--- config.mk ---
export PLATFORM = sky130hd
export DESIGN_NAME = json_byte_tokenizer
export DESIGN_NICKNAME = d
export VERILOG_FILES = /design/src/rtl/jbt_pkg.sv /design/src/rtl/jbt_step.sv /design/src/rtl/json_byte_tokenizer.sv
export SDC_FILE = /design/constraint.sdc
export NUM_CORES = 1
export LEC_CHECK = 0
export BUFFER_PORTS_ARGS = -buffer_cell sky130_fd_sc_hd__buf_2
export CAP_MARGIN = 0
export CORE_MARGIN = 2
export CORE_UTILIZATION = 55
export DETAILED_ROUTE_END_ITERATION = 10
export HOLD_SLACK_MARGIN = 0.05
export PLACE_DENSITY_LB_ADDON = 0.15
export SLEW_MARGIN = 40
export SYNTH_ARGS = -nofsm -noshare
export SYNTH_HDL_FRONTEND = slang
export SYNTH_SLANG_ARGS = --single-unit
--- constraint.sdc ---
create_clock -name clk -period 4.09 [get_ports clk]
set_input_delay 0.2045 -clock clk [delete_from_list [all_inputs] [get_ports clk]]
set_output_delay 0.2045 -clock clk [all_outputs]
set_load 0.01 [all_outputs]
--- src/rtl/jbt_pkg.sv ---
// ----------------------------------------------------------------------------
// jbt_pkg
// Shared types, character codes and helper functions for the JSON byte
// tokenizer.
// ----------------------------------------------------------------------------
package jbt_pkg;

  localparam int OFFSET_BITS = 16;

  typedef logic [OFFSET_BITS-1:0] offset_t;

  typedef enum logic [1:0] {
    MODE_IDLE    = 2'd0,
    MODE_STRING  = 2'd1,
    MODE_NUMBER  = 2'd2,
    MODE_KEYWORD = 2'd3
  } mode_t;

  typedef enum logic [3:0] {
    KIND_LBRACE   = 4'd0,
    KIND_RBRACE   = 4'd1,
    KIND_LBRACKET = 4'd2,
    KIND_RBRACKET = 4'd3,
    KIND_COLON    = 4'd4,
    KIND_COMMA    = 4'd5,
    KIND_STRING   = 4'd6,
    KIND_TRUE     = 4'd7,
    KIND_FALSE    = 4'd8,
    KIND_NULL     = 4'd9,
    KIND_NUMBER   = 4'd10,
    KIND_END      = 4'd11,
    KIND_UNKNOWN  = 4'd12
  } kind_t;

  localparam logic [7:0] CH_NUL      = 8'h00;
  localparam logic [7:0] CH_NL       = 8'h0A;
  localparam logic [7:0] CH_SPACE    = 8'h20;
  localparam logic [7:0] CH_QUOTE    = 8'h22;
  localparam logic [7:0] CH_COMMA    = 8'h2C;
  localparam logic [7:0] CH_DOT      = 8'h2E;
  localparam logic [7:0] CH_ZERO     = 8'h30;
  localparam logic [7:0] CH_NINE     = 8'h39;
  localparam logic [7:0] CH_COLON    = 8'h3A;
  localparam logic [7:0] CH_LBRACKET = 8'h5B;
  localparam logic [7:0] CH_RBRACKET = 8'h5D;
  localparam logic [7:0] CH_LBRACE   = 8'h7B;
  localparam logic [7:0] CH_RBRACE   = 8'h7D;
  localparam logic [7:0] CH_T        = 8'h74;
  localparam logic [7:0] CH_F        = 8'h66;
  localparam logic [7:0] CH_N        = 8'h6E;

  localparam logic [1:0] KW_TRUE  = 2'd0;
  localparam logic [1:0] KW_FALSE = 2'd1;
  localparam logic [1:0] KW_NULL  = 2'd2;

  typedef struct packed {
    mode_t       mode;
    logic [1:0]  pick;
    logic [2:0]  matched;
    offset_t     pos;
    offset_t     start;
    offset_t     run;
  } scan_state_t;

  typedef struct packed {
    kind_t       kind;
    logic [15:0] start;
    logic [15:0] len;
  } token_t;

  // Results of one byte: optional string/number token, a run of unknowns,
  // then an optional closing token.
  typedef struct packed {
    logic        pre_v;
    token_t      pre;
    logic [2:0]  unk_cnt;
    logic        tail_v;
    kind_t       tail_kind;
  } tok_list_t;

  function automatic offset_t sat_inc(offset_t v);
    if (v == '1) begin
      return v;
    end
    return v + offset_t'(1);
  endfunction

  function automatic logic [15:0] out16(offset_t v);
    logic [OFFSET_BITS+15:0] w;
    w = {16'd0, v};
    if (w > (OFFSET_BITS+16)'(17'h0FFFF)) begin
      return 16'hFFFF;
    end
    return w[15:0];
  endfunction

  function automatic logic [2:0] kw_len(logic [1:0] pick);
    return (pick == KW_FALSE) ? 3'd5 : 3'd4;
  endfunction

  function automatic logic [7:0] kw_char(logic [1:0] pick, logic [2:0] idx);
    logic [7:0] c;
    c = CH_NUL;
    case (pick)
      KW_TRUE: begin
        case (idx)
          3'd0:    c = 8'h74;
          3'd1:    c = 8'h72;
          3'd2:    c = 8'h75;
          3'd3:    c = 8'h65;
          default: c = CH_NUL;
        endcase
      end
      KW_FALSE: begin
        case (idx)
          3'd0:    c = 8'h66;
          3'd1:    c = 8'h61;
          3'd2:    c = 8'h6C;
          3'd3:    c = 8'h73;
          3'd4:    c = 8'h65;
          default: c = CH_NUL;
        endcase
      end
      default: begin
        case (idx)
          3'd0:    c = 8'h6E;
          3'd1:    c = 8'h75;
          3'd2:    c = 8'h6C;
          3'd3:    c = 8'h6C;
          default: c = CH_NUL;
        endcase
      end
    endcase
    return c;
  endfunction

endpackage

--- src/rtl/jbt_step.sv ---
// ----------------------------------------------------------------------------
// jbt_step
// Next-state and token list for one document byte, purely combinational.
// ----------------------------------------------------------------------------
module jbt_step (
  input  jbt_pkg::scan_state_t cur,
  input  logic [7:0]           byte_in,
  output jbt_pkg::scan_state_t nxt,
  output jbt_pkg::tok_list_t   toks
);

  logic       restart;
  logic       ended;
  logic [1:0] pick_eff;
  logic [2:0] held;
  logic       is_digit;

  assign is_digit = (byte_in >= jbt_pkg::CH_ZERO) && (byte_in <= jbt_pkg::CH_NINE);
  assign pick_eff = (cur.pick == 2'd3) ? jbt_pkg::KW_NULL : cur.pick;
  assign held     = (cur.matched > 3'd4) ? 3'd4 : cur.matched;

  always_comb begin
    nxt     = cur;
    toks    = '0;
    restart = 1'b0;
    ended   = 1'b0;

    case (cur.mode)
      jbt_pkg::MODE_STRING: begin
        if (byte_in == jbt_pkg::CH_QUOTE || byte_in == jbt_pkg::CH_NUL) begin
          toks.pre_v     = 1'b1;
          toks.pre.kind  = jbt_pkg::KIND_STRING;
          toks.pre.start = jbt_pkg::out16(cur.start);
          toks.pre.len   = jbt_pkg::out16(cur.run);
          nxt.mode       = jbt_pkg::MODE_IDLE;
          restart        = (byte_in == jbt_pkg::CH_NUL);
        end else begin
          nxt.run = jbt_pkg::sat_inc(cur.run);
        end
      end
      jbt_pkg::MODE_NUMBER: begin
        if (is_digit || byte_in == jbt_pkg::CH_DOT) begin
          nxt.run = jbt_pkg::sat_inc(cur.run);
        end else begin
          toks.pre_v     = 1'b1;
          toks.pre.kind  = jbt_pkg::KIND_NUMBER;
          toks.pre.start = jbt_pkg::out16(cur.start);
          toks.pre.len   = jbt_pkg::out16(cur.run);
          restart        = 1'b1;
        end
      end
      jbt_pkg::MODE_KEYWORD: begin
        if (held < jbt_pkg::kw_len(pick_eff) && byte_in == jbt_pkg::kw_char(pick_eff, held)) begin
          nxt.matched = held + 3'd1;
          if (held + 3'd1 == jbt_pkg::kw_len(pick_eff)) begin
            toks.tail_v = 1'b1;
            case (pick_eff)
              jbt_pkg::KW_TRUE:  toks.tail_kind = jbt_pkg::KIND_TRUE;
              jbt_pkg::KW_FALSE: toks.tail_kind = jbt_pkg::KIND_FALSE;
              default:           toks.tail_kind = jbt_pkg::KIND_NULL;
            endcase
            nxt.mode = jbt_pkg::MODE_IDLE;
          end
        end else begin
          // every held keyword byte turns into an unknown token
          toks.unk_cnt = held;
          restart      = 1'b1;
        end
      end
      default: begin
        restart = 1'b1;
      end
    endcase

    // byte handled as the first byte of a token
    if (restart) begin
      nxt.mode = jbt_pkg::MODE_IDLE;
      unique case (byte_in)
        jbt_pkg::CH_NUL: begin
          toks.tail_v    = 1'b1;
          toks.tail_kind = jbt_pkg::KIND_END;
          ended          = 1'b1;
        end
        jbt_pkg::CH_LBRACE: begin
          toks.tail_v    = 1'b1;
          toks.tail_kind = jbt_pkg::KIND_LBRACE;
        end
        jbt_pkg::CH_RBRACE: begin
          toks.tail_v    = 1'b1;
          toks.tail_kind = jbt_pkg::KIND_RBRACE;
        end
        jbt_pkg::CH_LBRACKET: begin
          toks.tail_v    = 1'b1;
          toks.tail_kind = jbt_pkg::KIND_LBRACKET;
        end
        jbt_pkg::CH_RBRACKET: begin
          toks.tail_v    = 1'b1;
          toks.tail_kind = jbt_pkg::KIND_RBRACKET;
        end
        jbt_pkg::CH_COLON: begin
          toks.tail_v    = 1'b1;
          toks.tail_kind = jbt_pkg::KIND_COLON;
        end
        jbt_pkg::CH_COMMA: begin
          toks.tail_v    = 1'b1;
          toks.tail_kind = jbt_pkg::KIND_COMMA;
        end
        jbt_pkg::CH_SPACE, jbt_pkg::CH_NL: begin
        end
        jbt_pkg::CH_QUOTE: begin
          nxt.mode  = jbt_pkg::MODE_STRING;
          nxt.start = jbt_pkg::sat_inc(cur.pos);
          nxt.run   = '0;
        end
        jbt_pkg::CH_T: begin
          nxt.mode    = jbt_pkg::MODE_KEYWORD;
          nxt.pick    = jbt_pkg::KW_TRUE;
          nxt.matched = 3'd1;
        end
        jbt_pkg::CH_F: begin
          nxt.mode    = jbt_pkg::MODE_KEYWORD;
          nxt.pick    = jbt_pkg::KW_FALSE;
          nxt.matched = 3'd1;
        end
        jbt_pkg::CH_N: begin
          nxt.mode    = jbt_pkg::MODE_KEYWORD;
          nxt.pick    = jbt_pkg::KW_NULL;
          nxt.matched = 3'd1;
        end
        default: begin
          if (is_digit) begin
            nxt.mode  = jbt_pkg::MODE_NUMBER;
            nxt.start = cur.pos;
            nxt.run   = jbt_pkg::offset_t'(1);
          end else begin
            toks.tail_v    = 1'b1;
            toks.tail_kind = jbt_pkg::KIND_UNKNOWN;
          end
        end
      endcase
    end

    nxt.pos = ended ? '0 : jbt_pkg::sat_inc(cur.pos);
  end

endmodule

--- src/rtl/json_byte_tokenizer.sv ---
// ----------------------------------------------------------------------------
// json_byte_tokenizer
// Byte-serial JSON tokenizer: one document byte in, zero to five tokens out.
// The first token of a byte appears on out_* in the cycle after its byte is transferred.
// One byte per cycle while each byte yields at most one token and out_ready is high;
// a byte yielding several tokens holds the result register until all are taken.
// Reset (rst_n low, synchronous) clears scan state, position and results.
// ----------------------------------------------------------------------------
module json_byte_tokenizer (
  input  logic        clk,
  input  logic        rst_n,
  input  logic        in_valid,
  output logic        in_ready,
  input  logic [7:0]  in_byte,
  output logic        out_valid,
  input  logic        out_ready,
  output logic [3:0]  out_token_kind,
  output logic [15:0] out_token_start,
  output logic [15:0] out_token_length,
  output logic        out_last_of_run
);

  jbt_pkg::scan_state_t state_r;
  jbt_pkg::scan_state_t state_nxt;
  jbt_pkg::tok_list_t   toks_nxt;

  logic           pre_v_r;
  jbt_pkg::token_t pre_r;
  logic [2:0]     unk_r;
  logic           tail_v_r;
  jbt_pkg::kind_t tail_kind_r;

  logic [2:0] remaining;
  logic       in_xfer;
  logic       out_xfer;

  jbt_step u_step (
    .cur     (state_r),
    .byte_in (in_byte),
    .nxt     (state_nxt),
    .toks    (toks_nxt)
  );

  assign remaining = {2'b00, pre_v_r} + unk_r + {2'b00, tail_v_r};
  assign out_valid = pre_v_r || (unk_r != 3'd0) || tail_v_r;
  assign out_last_of_run = (remaining == 3'd1);
  assign in_ready  = !out_valid || (out_ready && out_last_of_run);
  assign in_xfer   = in_valid && in_ready;
  assign out_xfer  = out_valid && out_ready;

  always_comb begin
    if (pre_v_r) begin
      out_token_kind   = pre_r.kind;
      out_token_start  = pre_r.start;
      out_token_length = pre_r.len;
    end else if (unk_r != 3'd0) begin
      out_token_kind   = jbt_pkg::KIND_UNKNOWN;
      out_token_start  = '0;
      out_token_length = '0;
    end else begin
      out_token_kind   = tail_kind_r;
      out_token_start  = '0;
      out_token_length = '0;
    end
  end

  always_ff @(posedge clk) begin
    if (!rst_n) begin
      state_r  <= '0;
      pre_v_r  <= 1'b0;
      unk_r    <= '0;
      tail_v_r <= 1'b0;
    end else if (in_xfer) begin
      state_r  <= state_nxt;
      pre_v_r  <= toks_nxt.pre_v;
      unk_r    <= toks_nxt.unk_cnt;
      tail_v_r <= toks_nxt.tail_v;
    end else if (out_xfer) begin
      if (pre_v_r) begin
        pre_v_r <= 1'b0;
      end else if (unk_r != 3'd0) begin
        unk_r <= unk_r - 3'd1;
      end else begin
        tail_v_r <= 1'b0;
      end
    end
  end

  always_ff @(posedge clk) begin
    if (in_xfer) begin
      pre_r       <= toks_nxt.pre;
      tail_kind_r <= toks_nxt.tail_kind;
    end
  end

  // end of document restarts the offset count
  a_end_resets_pos: assert property (@(posedge clk) disable iff (!rst_n)
    in_xfer && in_byte == jbt_pkg::CH_NUL |=> state_r.pos == '0)
    else $error("position not cleared after end of document");

  // more results of the same byte follow without a gap
  a_run_continues: assert property (@(posedge clk) disable iff (!rst_n)
    out_xfer && !out_last_of_run |=> out_valid)
    else $error("result run broken off early");

  // no new byte while earlier results would be left behind
  a_no_overrun: assert property (@(posedge clk) disable iff (!rst_n)
    in_xfer |-> !out_valid || (out_xfer && out_last_of_run))
    else $error("byte taken while results pending");

  // only strings and numbers carry offsets
  a_plain_zero: assert property (@(posedge clk) disable iff (!rst_n)
    out_valid && out_token_kind != jbt_pkg::KIND_STRING
      && out_token_kind != jbt_pkg::KIND_NUMBER
      |-> out_token_start == '0 && out_token_length == '0)
    else $error("offset on a plain token");

endmodule

==> results.cfg, run 1 <==
[run_status]
status = complete, no violations

[cells_and_area]
drive_gt1_share_pct = 11.98
finalInstanceArea_um2 = 6654
final_common_cell = and2_1
fin_cells = 916
antenna_cells = 0
mostFrequentLayoutCells = and2_1 (68), nand2_1 (66), nor2_1 (62)
area_growth_syn_to_layout_pct = 7.717
layout.nets = 798

[synth]
ys_types = 70
synthArstFlopShare_pct = 0
syn_area_um2 = 6177
synth_flop_cell = dfxtp_1
ys_warn_count = 0
syn-num-nets = 776
ys_ff_latch = 99
synthCells = 749
synth.avg_cell_area_um2 = 8.247
yosysSeqAreaShare_pct = 38.40
synth_edf_count = 39

[grt]
grt_max_degree = 43
grt_pass1_vias = 5269
overflow = 0
antenna_found_initial = 0
grt_pass1_wl_mm = 25.73
grtUsageTotal_pct = 27.26

[clock_tree]
clock-sinks = 99
cts_setup_buffers = 0
clk_latency_ns = 0.39
clk_path_buf_depth = 2
clkTransAtPathRegs_ns = 0.10
holdBufCountCts = 0
cts_tree = built
numCtsBuffers = 9
cts-resized-gates = 0
cts_htree_levels = 3
cts-root-buf = clkbuf_8

[setup_path]
cp.arrival_ns = 3.92
worstSetupPathType = reg2reg
cp-end-kind = register
r2r_end = state_r[46]$_SDFFE_PN0P_
r2r_setup_slack_ns = 0.48
r2r_start = state_r[50]$_SDFFE_PN0P_
cp-start-kind = register
critPathRequiredTime_ns = 4.40
cp_max_fo = 18
rr_worst_depth = 11

[floorplanning]
floorplan.initialDensity_pct = 56.73
core_area_um2 = 10890
die_h_um = 110.0
die_w_um = 110.0
io_pins = 51
rows = 38
dieArea_um2 = 12090

[place]
routabilityCongestion = 0.9681
dpl.hpwl_mm = 11.10
post-place-cells = 900
numPortBuffers = 50
dpl_cell_area_um2 = 6469

[hold_path]
min_from = out_ready
hold_class = in2reg
min_path_cells = 4
min_to = pre_v_r$_SDFFE_PN0P_

[sta]
rsz0062_at_grt = false
fin_skew_ns = 0.01513
fin_crit_sh_pct = 88.38
hold_violations = 0
fmax_mhz = 276.7
whs_ns = 0.2530
period_needed_ns = 3.615
max_slew_margin_pct = 52.13
finalSetupTns_ns = 0
setup_viol = 0
slew_violations = 0
tightestPinTransition_ns = 0.7121

[routing]
drt_wl_total_mm = 16.12
via_count = 5825
first_iter_violations = 576
antenna_left = 0
first_pass_iters = 5
vias_per_cell = 6.359
wl_per_cell_um = 17.60
drc = 0

[flow_run]
drv_cap = 0

[power]
power_leakage_uw = 0.002476
p_per_area_nw_per_um2 = 272.3
vdd_drop_max_v = 0.0001772
[worst max-delay path, cell delays in order, from the launching register on]
cell and delay, ns:
dfxtp_1 0.61, inv_1 0.20, nand2_1 0.18, inv_1 0.10, ha_1 0.19, ha_1 0.21
a31oi_1 0.26, a21oi_1 0.15, nor4b_4 0.46, and4_1 0.73, o21ai_0 0.19, a211oi_1 0.27
[area by class of cell]
cell class | instances | area, um2
clock buffer | 10 | 127.6
clock inverter | 6 | 48.80
fill | 973 | 4234
inverter | 26 | 97.59
multi-input combinational | 576 | 3515
sequential | 99 | 2372
tap | 140 | 175.2
timing repair buffer | 59 | 317.8
[cell families (layout without fill, tap and decap cells)]
kind of cell | Yosys count | in the layout | share of synthesized area [%]
adders and majority gates | 15 | 15 | 3.160
DFF | 99 | 99 | 38.40
xor gates and xnor gates | 4 | 4 | 0.5672
muxes | 6 | 6 | 0.9723
AOI/OAI and AO/OA | 223 | 223 | 23.11
and+or+nand+nor | 328 | 328 | 28.86
buffers and inverters | 74 | 101 | 4.922
[power by group]
part	leakage (uW)	switching (uW)	internal [uW]
registers	0.000871	10.4	1050
clock network	0.0000905	371	230
logic	0.00151	107	43.0
[routing by layer]
layer | global-route usage, % | routed length (um)
met1 | 35.69 | 7147
met2 | 44.39 | 7724
met3 | 4.703 | 880
met4 | 11.57 | 368
met5 | 0 | 0
[through the flow]
stage	setup slack [ns]	utilization (%)	total power, uW
2_1_floorplan	0.2466	-	1185
3_3_place_gp	0.6785	59.40	1225
3_5_place_dp	0.5460	59.41	1230
4_1_cts	0.5246	61.03	1819
5_1_grt	0.1086	61.11	1869
6_report	0.4754	61.11	1812
[state kept, by name, summed over array words and instances, names as in the netlist]
register	cells
pre_v_r	1
unk_r	3
tail_v_r	1
state_r	55
tail_kind_r	4
pre_r	35
[synth_stat cells (4+ instances only)]
| library cell | number | area (um2) |
|---|---|---|
| o41ai_1 | 5 | 43.79 |
| o211ai_1 | 7 | 52.55 |
| o21ai_0 | 56 | 280.3 |
| nand4_1 | 15 | 93.84 |
| nor2b_1 | 5 | 31.28 |
| o21bai_1 | 4 | 30.03 |
| nor4_1 | 10 | 62.56 |
| buf_2 | 18 | 90.09 |
| and2_1 | 68 | 425.4 |
| a221oi_1 | 4 | 35.03 |
| edfxtp_1 | 39 | 1171 |
| nor4b_1 | 7 | 61.31 |
| ha_1 | 14 | 175.2 |
| nor2_1 | 62 | 232.7 |
| nand2b_1 | 7 | 43.79 |
| a31o_2 | 4 | 35.03 |
| nand2_1 | 66 | 247.7 |
| a21oi_1 | 53 | 265.3 |
| o2bb2ai_1 | 4 | 35.03 |
| or2_2 | 4 | 25.02 |
| dfxtp_1 | 60 | 1201 |
| clkbuf_1 | 27 | 101.4 |
| inv_1 | 26 | 97.59 |
| a31oi_1 | 12 | 75.07 |
| nor3b_1 | 8 | 60.06 |
| nor3_1 | 19 | 95.09 |
| and3_1 | 10 | 62.56 |
| a41oi_1 | 4 | 35.03 |
| o22ai_1 | 19 | 118.9 |
| mux2i_1 | 6 | 60.06 |
| a21o_1 | 6 | 45.04 |
| o21a_1 | 7 | 52.55 |
| nand3_1 | 24 | 120.1 |
| or3_1 | 4 | 25.02 |
| a211oi_1 | 7 | 52.55 |
[worst max path at each step]
stage                                        start                       end  slack, ns  cells after the start
final                     state_r[50]$_SDFFE_PN0P_  state_r[46]$_SDFFE_PN0P_       0.48                     11
after global routing      state_r[50]$_SDFFE_PN0P_  state_r[46]$_SDFFE_PN0P_       0.11                     11
after CTS                 state_r[50]$_SDFFE_PN0P_  state_r[46]$_SDFFE_PN0P_       0.52                     11
after detailed placement  state_r[50]$_SDFFE_PN0P_  state_r[46]$_SDFFE_PN0P_       0.55                     11
after global placement    state_r[50]$_SDFFE_PN0P_  state_r[44]$_SDFFE_PN0P_       0.68                     11
after floorplan               pre_v_r$_SDFFE_PN0P_        pre_r[0]$_DFFE_PP_       0.25                     13
No activity file was read; power rests on OpenSTA's default activity.
==> run 2: changes to the inputs <==
--- a/config.mk
+++ b/config.mk
@@ -12,6 +12,7 @@
 export DETAILED_ROUTE_END_ITERATION = 10
 export HOLD_SLACK_MARGIN = 0.05
 export PLACE_DENSITY_LB_ADDON = 0.15
+export REMOVE_ABC_BUFFERS = 1
 export SLEW_MARGIN = 40
 export SYNTH_ARGS = -nofsm -noshare
 export SYNTH_HDL_FRONTEND = slang
==> run 2 against run 1 <==
Non-clock buffer count up 1. Via count fell by 0.27%. Clock skew down 0.0015 ns. Count of clock-buffer cells in the layout fell by 1. Largest cell class unchanged. Total power grew 3.9%. Critical endpoint is now state_r[44]$_SDFFE_PN0P_.
==> results.cfg, run 2 (synthesis results as in run 1) <==
[floorplanning]
dieArea_um2 = 12090
core_area_um2 = 10890
floorplan.initialDensity_pct = 56.73
rows = 38
die_w_um = 110.0
die_h_um = 110.0
io_pins = 51

[routing]
drt_wl_total_mm = 15.64
first_pass_iters = 5
wl_per_cell_um = 17.05
via_count = 5809
antenna_left = 0
first_iter_violations = 511
vias_per_cell = 6.335
drc = 0

[grt]
grt_pass1_wl_mm = 25.34
grtUsageTotal_pct = 26.39
overflow = 0
antenna_found_initial = 0
grt_pass1_vias = 5284
grt_max_degree = 43

[sta]
tightestPinTransition_ns = 0.7276
fin_crit_sh_pct = 84.42
fin_skew_ns = 0.01365
slew_violations = 0
hold_violations = 0
fmax_mhz = 289.6
setup_viol = 0
fin_ws_ns = 0.6371
period_needed_ns = 3.453
max_slew_margin_pct = 50.24
whs_ns = 0.1013
rsz0062_at_grt = false

[clock_tree]
clk_path_buf_depth = 2
clk_latency_ns = 0.37
cts_htree_levels = 3
clkTransAtPathRegs_ns = 0.11
holdBufCountCts = 0
clock-sinks = 99
cts_tree = built
cts_setup_buffers = 0
cts-resized-gates = 0
cts-root-buf = clkbuf_8
numCtsBuffers = 9

[hold_path]
min_path_cells = 3
min_to = state_r[23]$_SDFFE_PN0P_
min_from = rst_n
hold_class = in2reg

[cells_and_area]
layout.nets = 799
antenna_cells = 0
regMostFlops = state_r
reg_top3 = state_r x55, pre_r x35, tail_kind_r x4
mostFrequentLayoutCells = and2_1 (68), nand2_1 (66), nor2_1 (62)
area_growth_syn_to_layout_pct = 8.386
largest_reg_flops = 55
fill_cells = 968
fin_cells = 917
final_common_cell = and2_1
final_core_util_pct = 61.49
drive_gt1_share_pct = 12.10

[place]
routabilityCongestion = 0.8990
post-place-cells = 901
dpl_worst_slack_ns = 0.7171
numPortBuffers = 50
dpl.hpwl_mm = 11.03

[power]
p_per_area_nw_per_um2 = 281.2
power_leakage_uw = 0.002494
p_total_uw = 1882
vdd_drop_max_v = 0.0002181

[setup_path]
r2r_start = state_r[50]$_SDFFE_PN0P_
rr_worst_depth = 11
r2r_setup_slack_ns = 0.64
cp.arrival_ns = 3.73
cp-end-kind = register
cp-start-kind = register
worstSetupPathType = reg2reg
r2r_end = state_r[44]$_SDFFE_PN0P_
critPathRequiredTime_ns = 4.37
cp_max_fo = 14

[run_status]
status = complete, no violations

[flow_run]
drv_cap = 0
## run 2: per-stage QoR
step | setup TNS, ns | cell area [um2]
after floorplan | -45.87 | 5971
after global placement | 0 | 6475
after detailed placement | 0 | 6476
after CTS | 0 | 6686
after global routing | 0 | 6695
final | 0 | 6695
## run 2: area by class of cell
class | count | area, um2 | share of cell area, %
clock buffer | 9 | 123.9 | 1.850
clock inverter | 7 | 86.33 | 1.289
timing repair buffer | 60 | 325.3 | 4.859
sequential | 99 | 2372 | 35.43
multi-input combinational | 576 | 3515 | 52.49
inverter | 26 | 97.59 | 1.458
tap | 140 | 175.2 | 2.616
## run 2: worst max-delay path: stages, from the launching register on
cell and delay (ns):
dfxtp_1 0.59, inv_1 0.18, nand2_1 0.17, inv_1 0.09, ha_1 0.19, ha_1 0.22, a221oi_1 0.35, nor3_1 0.13
nor4b_4 0.39, and4_1 0.63, o21ai_0 0.18, a211oi_1 0.25
## run 2: worst max-delay path by stage
stage	startpoint	to	slack (ns)	cells past startpoint
floorplan	pre_v_r$_SDFFE_PN0P_	state_r[31]$_SDFFE_PN0P_	-1.15	11
global placement	state_r[50]$_SDFFE_PN0P_	state_r[38]$_SDFFE_PN0P_	0.88	12
detailed placement	state_r[50]$_SDFFE_PN0P_	state_r[38]$_SDFFE_PN0P_	0.72	12
CTS	state_r[50]$_SDFFE_PN0P_	state_r[44]$_SDFFE_PN0P_	0.70	11
global route	state_r[50]$_SDFFE_PN0P_	state_r[38]$_SDFFE_PN0P_	0.35	12
finish	state_r[50]$_SDFFE_PN0P_	state_r[44]$_SDFFE_PN0P_	0.64	11
## run 2: where the power goes
| part | internal [uW] | switching (uW) | leakage, uW | total (uW) |
|---|---|---|---|---|
| Clock | 293 | 378 | 0.000101 | 671 |
| Combinational | 44.1 | 106 | 0.00152 | 151 |
| Sequential | 1050 | 10.2 | 0.000871 | 1060 |
## run 2: layer usage
| metal | up-vias | GRT usage [%] | part of all wire (%) |
|---|---|---|---|
| met4 | 0 | 9.584 | 2.2 |
| met1 | 2707 | 34.62 | 42 |
| met2 | 252 | 44.00 | 48 |
| met3 | 34 | 4.115 | 7.7 |
| li1 | 2816 | - | - |
| met5 | - | 0 | 0 |
==> run 3: changes to the inputs <==
==> constraint.sdc (replaced) <==
create_clock -name clk -period 2.93 [get_ports clk]
set_input_delay 0.1465 -clock clk [delete_from_list [all_inputs] [get_ports clk]]
set_output_delay 0.1465 -clock clk [all_outputs]
set_load 0.01 [all_outputs]
==> run 3 against run 2 <==
Combinational power rose by 64%. Via count rose by 3.4%. Die area did not move. Setup slack got worse by 0.55 ns. Count of clock-buffer cells in the layout did not move. Fmax rose by 22%. Critical path type unchanged.
==> results.cfg, run 3 (synthesis results as in run 1) <==
[setup_path]
cp-end-kind = register
cp-start-kind = register
cp.arrival_ns = 3.15
path_cells = inv_1, fa_1, inv_1, ha_1, or2_2, o32a_1, nand2b_4, buf_12, nor2_2, or4b_4, o21ai_1
slowest_delay_ns = 0.47
critPathLaunch = pre_v_r$_SDFFE_PN0P_
r2r_start = pre_v_r$_SDFFE_PN0P_
worstSetupPathType = reg2reg
critPathRequiredTime_ns = 3.24
r2r_setup_slack_ns = 0.09
slowest_stage = or4b_4
cp_max_fo = 18
cpMostUsedCell = inv_1

[cells_and_area]
regMostFlops = state_r
layout.nets = 839
fin_cells = 957
final_core_util_pct = 65.40
multiInputGateArea_um2 = 3608
fill_cells = 911
reg_top3 = state_r x55, pre_r x35, tail_kind_r x4
area_growth_syn_to_layout_pct = 15.27
mostFrequentLayoutCells = and2_1 (68), nand2_1 (63), nor2_1 (61)
seq_area_um2 = 2376
final_common_cell = and2_1
drive_gt1_share_pct = 18.85
antenna_cells = 0
largest_reg_flops = 55

[grt]
overflow = 0
grtUsageTotal_pct = 27.65
use_met3_pct = 3.292
antenna_found_initial = 0
grt_util_met1_pct = 36.07
grt_max_degree = 43
grt_pass1_wl_mm = 26.54
met2_usage_pct = 46.89
grt_pass1_vias = 5509
gr-max-usage-layer = met2

[clock_tree]
cts-root-buf = clkbuf_8
cts_tree = built
cts_htree_levels = 3
holdBufCountCts = 0
clkTransAtPathRegs_ns = 0.11
clock-sinks = 99
clk_latency_ns = 0.39
clk_path_buf_depth = 2
numCtsBuffers = 9

[floorplanning]
floorplan.initialDensity_pct = 56.73
die_h_um = 110.0
dieArea_um2 = 12090
core_area_um2 = 10890
io_pins = 51
die_w_um = 110.0
rows = 38

[hold_path]
min_from = out_ready
hold_class = in2reg

[run_status]
status = complete, no violations

[sta]
setup_viol = 0
fmax_mhz = 352.0
period_needed_ns = 2.841
fin_crit_sh_pct = 96.96
fin_ws_ns = 0.08910
max_slew_margin_pct = 50.67
fin_skew_ns = 0.01737
tightestPinTransition_ns = 0.7365
slew_violations = 0
hold_violations = 0
finalSetupTns_ns = 0

[power]
p_total_uw = 2576
power_leakage_uw = 0.002714
vdd_drop_max_v = 0.0002526
p_per_area_nw_per_um2 = 361.8

[place]
routabilityCongestion = 0.9634
dpl_worst_slack_ns = -0.02611
numPortBuffers = 50
post-place-cells = 934
dpl.hpwl_mm = 11.46

[routing]
via_count = 6005
first_iter_violations = 531
vias_per_cell = 6.275
drt_wl_total_mm = 16.39
wl_per_cell_um = 17.13
drc = 0
antenna_left = 0
first_pass_iters = 5

[flow_run]
drv_cap = 0
run 3: final timing paths:
path	to	cells after the start
worst max register to register	state_r[50]$_SDFFE_PN0P_	11
worst min register to register	state_r[17]$_SDFFE_PN0P_	2
worst max-delay path	state_r[50]$_SDFFE_PN0P_	11
worst min-delay path	pre_v_r$_SDFFE_PN0P_	4
run 3: metrics by stage:
stage,cell area (um2),hold WS (ns)
global placement,6748,0.4432
CTS,6967,0.1875
floorplan,5971,0.2640
detailed placement,6749,0.4480
finish,7121,0.1771
global route,7121,0.2141
run 3: repair_timing:
item	CTS	global route
pin swaps	1	9
setup endpoints to repair	18	53
buffers inserted	2	4
gates cloned	0	1
resized for setup	6	30
run 3: final cells by class:
type                            count  share of cell area [%]
Inverter                           26                   1.441
Clock inverter                      7                  0.8259
Tap cell                          140                   2.460
Multi-Input combinational cell    576                   50.68
Timing Repair Buffer              100                   9.489
Sequential cell                    99                   33.37
Clock buffer                        9                   1.740
run 3: critical path: cells and delay by family, from the launching register on:
family	cells	cell delay, ns
AOI/OAI and AO/OA	2	0.45
adders and majority gates	2	0.64
DFF	1	0.34
and+or+nand+nor	4	1.03
buffers and inverters	3	0.29
run 3: layer usage:
metal / part of all wire (%) / vias to the layer above
met2: 48 / 251
met4: 1.9 / 0
met5: 0 / -
met3: 7.0 / 27
li1: - / 2891
met1: 43 / 2836
run 3: power breakdown:
part	switching (uW)	internal, uW	leakage (uW)
logic	159	88.3	0.00175
registers	14.0	1470	0.000873
clock network	527	322	0.0000873
total	700	1880	0.00271
